`config.mk`:
```
export PLATFORM = sky130hd
export DESIGN_NAME = lgr_ctrl
export DESIGN_NICKNAME = d
export VERILOG_FILES = /design/src/sv/lgr_pkg.sv /design/src/sv/lgr_ctrl.sv
export SDC_FILE = /design/constraint.sdc
export NUM_CORES = 1
export LEC_CHECK = 0
export BUFFER_PORTS_ARGS = -buffer_cell sky130_fd_sc_hd__buf_2
export CAP_MARGIN = 15
export CORE_ASPECT_RATIO = 0.9
export CORE_MARGIN = 8
export CORE_UTILIZATION = 59
export CTS_BUF_LIST = sky130_fd_sc_hd__clkbuf_4
export DETAILED_ROUTE_END_ITERATION = 7
export PLACE_DENSITY = 0.87
export SLEW_MARGIN = 30
export SYNTH_ARGS = -nofsm -noshare
export SYNTH_HDL_FRONTEND = slang
export SYNTH_SLANG_ARGS = --single-unit
```
`constraint.sdc`:
```
create_clock -name clk -period 4.9 [get_ports clk]
set_clock_uncertainty 0.15 [all_clocks]
set_input_delay 0.98 -clock clk [delete_from_list [all_inputs] [get_ports clk]]
set_output_delay 0.98 -clock clk [all_outputs]
set_load 0.02 [all_outputs]
```
`src/sv/lgr_pkg.sv`:
```
// Types and constants shared by the grid router modules
`default_nettype none
package lgr_pkg;

	localparam int DEF_MAX_COLS = 64;
	localparam int DEF_MAX_ROWS = 64;

	localparam logic [3:0] LABEL_FIRST = 4'd1;
	localparam logic [3:0] LABEL_TOP   = 4'd9;
	localparam logic [6:0] GRID_RESET  = 7'd64;

	typedef enum logic [1:0] {
		CMD_WRITE = 2'd0,
		CMD_ROUTE = 2'd1,
		CMD_READ  = 2'd2
	} cmd_t;

	typedef enum logic {
		REG_GRID_COLS = 1'b0,
		REG_GRID_ROWS = 1'b1
	} reg_idx_t;

	typedef enum logic [4:0] {
		ST_SWEEP,
		ST_IDLE,
		ST_WR,
		ST_RD,
		ST_R_INIT,
		ST_W_START,
		ST_F_RD,
		ST_F_GET,
		ST_N_RD,
		ST_N_CHK,
		ST_W_END,
		ST_T_INIT,
		ST_T_CHK,
		ST_T_RD,
		ST_T_CAP,
		ST_T_DEC,
		ST_T_H2,
		ST_CLR,
		ST_DONE
	} state_t;

	typedef enum logic [4:0] {
		OP_NOP,
		OP_LOAD,
		OP_SWEEP_ALL,
		OP_SWEEP_LAB,
		OP_WR_CELL,
		OP_RD_CELL,
		OP_R_INIT,
		OP_W_START,
		OP_F_RD,
		OP_F_GET,
		OP_N_RD,
		OP_N_SKIP,
		OP_N_CHK,
		OP_W_SWAP,
		OP_T_INIT,
		OP_T_RD,
		OP_T_CAP,
		OP_T_DEC,
		OP_T_H2,
		OP_OUT
	} dp_op_t;

	typedef struct packed {
		dp_op_t op;
	} lgr_cmd_t;

	typedef struct packed {
		logic sweep_last;
		logic ends_in;
		logic f_end;
		logic nb_in;
		logic k_last;
		logic nxt_zero;
		logic found;
		logic t_home;
		logic t_got;
		logic j_last;
		logic out_free;
	} lgr_sts_t;

endpackage
`default_nettype wire

```
`src/sv/lgr_ctrl.sv`:
```
// Sequencer for the grid router: state machine driving datapath operations
`default_nettype none
module lgr_ctrl import lgr_pkg::*; (
	input  logic       clk,
	input  logic       arst_n,
	input  logic       in_valid,
	input  logic [1:0] command,
	input  lgr_sts_t   sts,
	output logic       in_stall,
	output lgr_cmd_t   ctl
);

	state_t state_q, state_d;

	always_ff @(posedge clk or negedge arst_n) begin
		if (!arst_n) begin
			state_q <= ST_SWEEP;
		end else begin
			state_q <= state_d;
		end
	end

	assign in_stall = (state_q != ST_IDLE);

	always_comb begin
		state_d = state_q;
		ctl.op  = OP_NOP;
		case (state_q)
			ST_SWEEP: begin
				ctl.op = OP_SWEEP_ALL;
				if (sts.sweep_last) state_d = ST_IDLE;
			end
			ST_IDLE: begin
				if (in_valid) begin
					ctl.op = OP_LOAD;
					case (command)
						CMD_WRITE: state_d = ST_WR;
						CMD_ROUTE: state_d = ST_R_INIT;
						CMD_READ:  state_d = ST_RD;
						default:   state_d = ST_DONE;
					endcase
				end
			end
			ST_WR: begin
				ctl.op  = OP_WR_CELL;
				state_d = ST_DONE;
			end
			ST_RD: begin
				ctl.op  = OP_RD_CELL;
				state_d = ST_DONE;
			end
			ST_R_INIT: begin
				if (sts.ends_in) begin
					ctl.op  = OP_R_INIT;
					state_d = ST_W_START;
				end else begin
					state_d = ST_DONE;
				end
			end
			ST_W_START: begin
				ctl.op  = OP_W_START;
				state_d = ST_F_RD;
			end
			ST_F_RD: begin
				if (sts.f_end) begin
					state_d = ST_W_END;
				end else begin
					ctl.op  = OP_F_RD;
					state_d = ST_F_GET;
				end
			end
			ST_F_GET: begin
				ctl.op  = OP_F_GET;
				state_d = ST_N_RD;
			end
			ST_N_RD: begin
				if (sts.nb_in) begin
					ctl.op  = OP_N_RD;
					state_d = ST_N_CHK;
				end else begin
					ctl.op  = OP_N_SKIP;
					state_d = sts.k_last ? ST_F_RD : ST_N_RD;
				end
			end
			ST_N_CHK: begin
				ctl.op  = OP_N_CHK;
				state_d = sts.k_last ? ST_F_RD : ST_N_RD;
			end
			ST_W_END: begin
				if (sts.nxt_zero) begin
					state_d = ST_CLR;
				end else if (sts.found) begin
					state_d = ST_T_INIT;
				end else begin
					ctl.op  = OP_W_SWAP;
					state_d = ST_W_START;
				end
			end
			ST_T_INIT: begin
				ctl.op  = OP_T_INIT;
				state_d = ST_T_CHK;
			end
			ST_T_CHK: begin
				state_d = sts.t_home ? ST_CLR : ST_T_RD;
			end
			ST_T_RD: begin
				ctl.op  = OP_T_RD;
				state_d = ST_T_CAP;
			end
			ST_T_CAP: begin
				ctl.op  = OP_T_CAP;
				state_d = sts.j_last ? ST_T_DEC : ST_T_RD;
			end
			ST_T_DEC: begin
				if (sts.t_got) begin
					ctl.op  = OP_T_DEC;
					state_d = ST_T_H2;
				end else begin
					state_d = ST_CLR;
				end
			end
			ST_T_H2: begin
				ctl.op  = OP_T_H2;
				state_d = ST_T_CHK;
			end
			ST_CLR: begin
				ctl.op = OP_SWEEP_LAB;
				if (sts.sweep_last) state_d = ST_DONE;
			end
			ST_DONE: begin
				if (sts.out_free) begin
					ctl.op  = OP_OUT;
					state_d = ST_IDLE;
				end
			end
			default: state_d = ST_SWEEP;
		endcase
	end

endmodule
`default_nettype wire

```
==> results.cfg <==
[status]
outcome = complete, no violations

[floorplanning]
coreArea_sq_um = 1464
io_pins = 22
num_rows = 13
fp.dieH_um = 53.63
die-area_sq_um = 3101
floorplan.initialDensity_pct = 63.42
die_width_um = 57.82

[sta]
setup_violations = 0
max_freq_ghz = 0.3007
slew_headroom_pct = 39.46
hold_viol_final = 0
drv_slew = 0
period_minus_slack_ns = 3.325
setup_tns_ns = 0
period_share_pct = 67.86
grt_setup_unrepaired = false
tightestPinTransition_ns = 0.9081

[worst_setup_path]
reg2reg_depth = 4
cp.required_ns = 3.77
end_kind = output port
setup.worst_path.class = flop to output port
crit_chain = and2b_4 > a22oi_1 > nor3_1 > a31oi_1 > o221ai_1 > buf_2
start_kind = flop
crit_cells = 6
cp_slowest_stage_delay_ns = 0.91
cpMaxStageDelayCell = dfrtp_1
path_buf_inv = 1
path_delay_family = flip-flops
crit_arrival_ns = 2.20
cp_max_fo = 28

[clock_network]
cts_sinks = 5
cts_max_path_buffers = 2
tritoncts = built
post_cts_buffers = 0
cts-root-buf = clkbuf_4
hold_buffers = 0
cts_max_level = 1
path_clk_slew_ns = 0.04
cts_resized = 0
numCtsBuffers = 3
clkLatencyLatePin_ns = 0.24

[grt]
track_usage_pct = 14.88
grt_pass1_vias = 828
antenna_found_initial = 0
grt_max_degree = 35
gr-total-overflow = 0
grt_pass1_wl_mm = 3.684

[finish]
area_growth_pct = 5.256
final_nets = 151
top_register = state_q
reg_top3 = state_q x5
antenna_cells = 0
drive_above_1_share_pct = 28.36
final_util_pct = 66.75
largest_reg_flops = 5
num-fill-cells = 121

[synthesis]
ys_top_cells_by_area = dfrtp_1 (13%), buf_6 (6.1%), nand2_1 (4.9%)
yosys.area.top_type_share_pct = 13.48
synthArstFlopShare_pct = 100.0
avgSynthCellArea_sq_um = 7.610
synth_edf_count = 0
synth-seq-cells = 5
synthCells = 122
synth_top_cell_by_area = dfrtp_1
yosysSeqAreaShare_pct = 13.48
synth.distinct_cells = 52
yosysWarnings = 0
syn-cell-area_sq_um = 928.4
syn-num-nets = 138
ys_dominant_reg_cell = dfrtp_1

[power]
leakage_nw = 0.3880
powerDensity_nw_per_um2 = 601.8
peakVddDrop_mv = 0.5088

[routing]
routed_wl_mm = 2.360
drt_iter0_drc = 52
drtAntennaViolNets = 0
vias = 1001
route.detailed.drc = 0
wl_per_cell_um = 15.84
via_per_inst = 6.718
drtPass1Iterations = 4

[worst_hold_path]
hp-class = primary input to async pin

[placement]
place_congestion = 0.9311
hpwl_mm = 1.722
io_buffers = 21

[run]
drv_cap = 0
==> metal layers <==
metal	vias to the layer above	global-route usage (%)	part of all wire, %
li1	495	-	-
met1	457	19.59	44
met2	45	23.15	47
met3	4	0.9501	6.9
met4	0	10.16	1.4
met5	-	0	0
==> logic make-up after synthesis <==
| kind of cell | count (synthesis) | synth area share (%) |
|---|---|---|
| AO/OA/AOI/OAI | 49 | 37.47 |
| XOR/XNOR | 1 | 0.9436 |
| buffers and inverters | 18 | 13.48 |
| flip-flops | 5 | 13.48 |
| multiplexers | 2 | 2.291 |
| AND/OR/NAND/NOR | 47 | 32.35 |
==> cell usage after synthesis (2+ instances only) <==
master,n
a211oi_1,4
a22oi_1,2
a31oi_1,4
dfrtp_1,5
o41ai_1,2
o22ai_1,2
buf_4,4
nor2b_1,6
nand3_1,2
nor4_1,3
nor2_1,4
o2111ai_1,2
buf_2,4
nor3_1,4
inv_1,4
a21boi_0,3
nand3b_1,2
a21oi_1,7
o21ai_0,5
buf_6,5
nand2b_1,2
o21ai_1,5
nand2_1,12
==> per-stage QoR <==
| step | instances | hold WS [ns] | total power, W | setup WS [ns] | cell area, sq um |
|---|---|---|---|---|---|
| 2_1_floorplan | 122 | 0.5280 | 0.0004842 | 1.955 | 928.4 |
| 3_3_place_gp | 145 | 0.6439 | 0.0005256 | 1.781 | 945.9 |
| 3_5_place_dp | 145 | 0.6438 | 0.0005304 | 1.719 | 945.9 |
| 4_1_cts | 149 | 0.3825 | 0.0005868 | 1.441 | 975.9 |
| 5_1_grt | 149 | 0.3933 | 0.0006356 | 1.381 | 977.2 |
| 6_report | 149 | 0.3923 | 0.0005881 | 1.575 | 977.2 |
==> layout make-up <==
cell class	instances	area [sq um]	share of cell area, %
Timing Repair Buffer	21	105.1	10.76
Sequential cell	5	126.4	12.93
Multi-Input combinational cell	99	678.2	69.40
Inverter	5	18.77	1.921
Tap cell	15	18.77	1.921
Clock buffer	4	30.03	3.073
==> path summary, 6_finish.rpt <==
kind	startpoint	end	slack (ns)
setup / recovery	state_q[0]	ctl[0]	1.57
setup reg to reg	state_q[1]	state_q[4]	2.68
hold reg to reg	state_q[0]	state_q[0]	0.81
max in group asynchronous	arst_n	state_q[3]	4.07
hold / removal	arst_n	state_q[1]	0.39
min in group clk	state_q[0]	state_q[0]	0.81
==> placed cells by master (no fill, tap or decap), types with 3 or more instances in the layout <==
cell type / n
nor2b_1: 6
nor3_1: 4
nand2_1: 12
dfrtp_1: 4
clkbuf_4: 4
nor2_1: 4
a31oi_1: 4
o21ai_1: 5
nor4_1: 3
inv_1: 4
a21boi_0: 3
o21ai_0: 5
a21oi_1: 7
a211oi_1: 4
buf_2: 21
==> power breakdown <==
group | internal (W) | switching, W | leakage (nW)
combinational | 0.000171 | 0.000196 | 0.306
clock | 0.0000362 | 0.0000153 | 0.0184
sequential | 0.0000574 | 0.000112 | 0.0633
No activity file was read; power rests on OpenSTA's default activity.
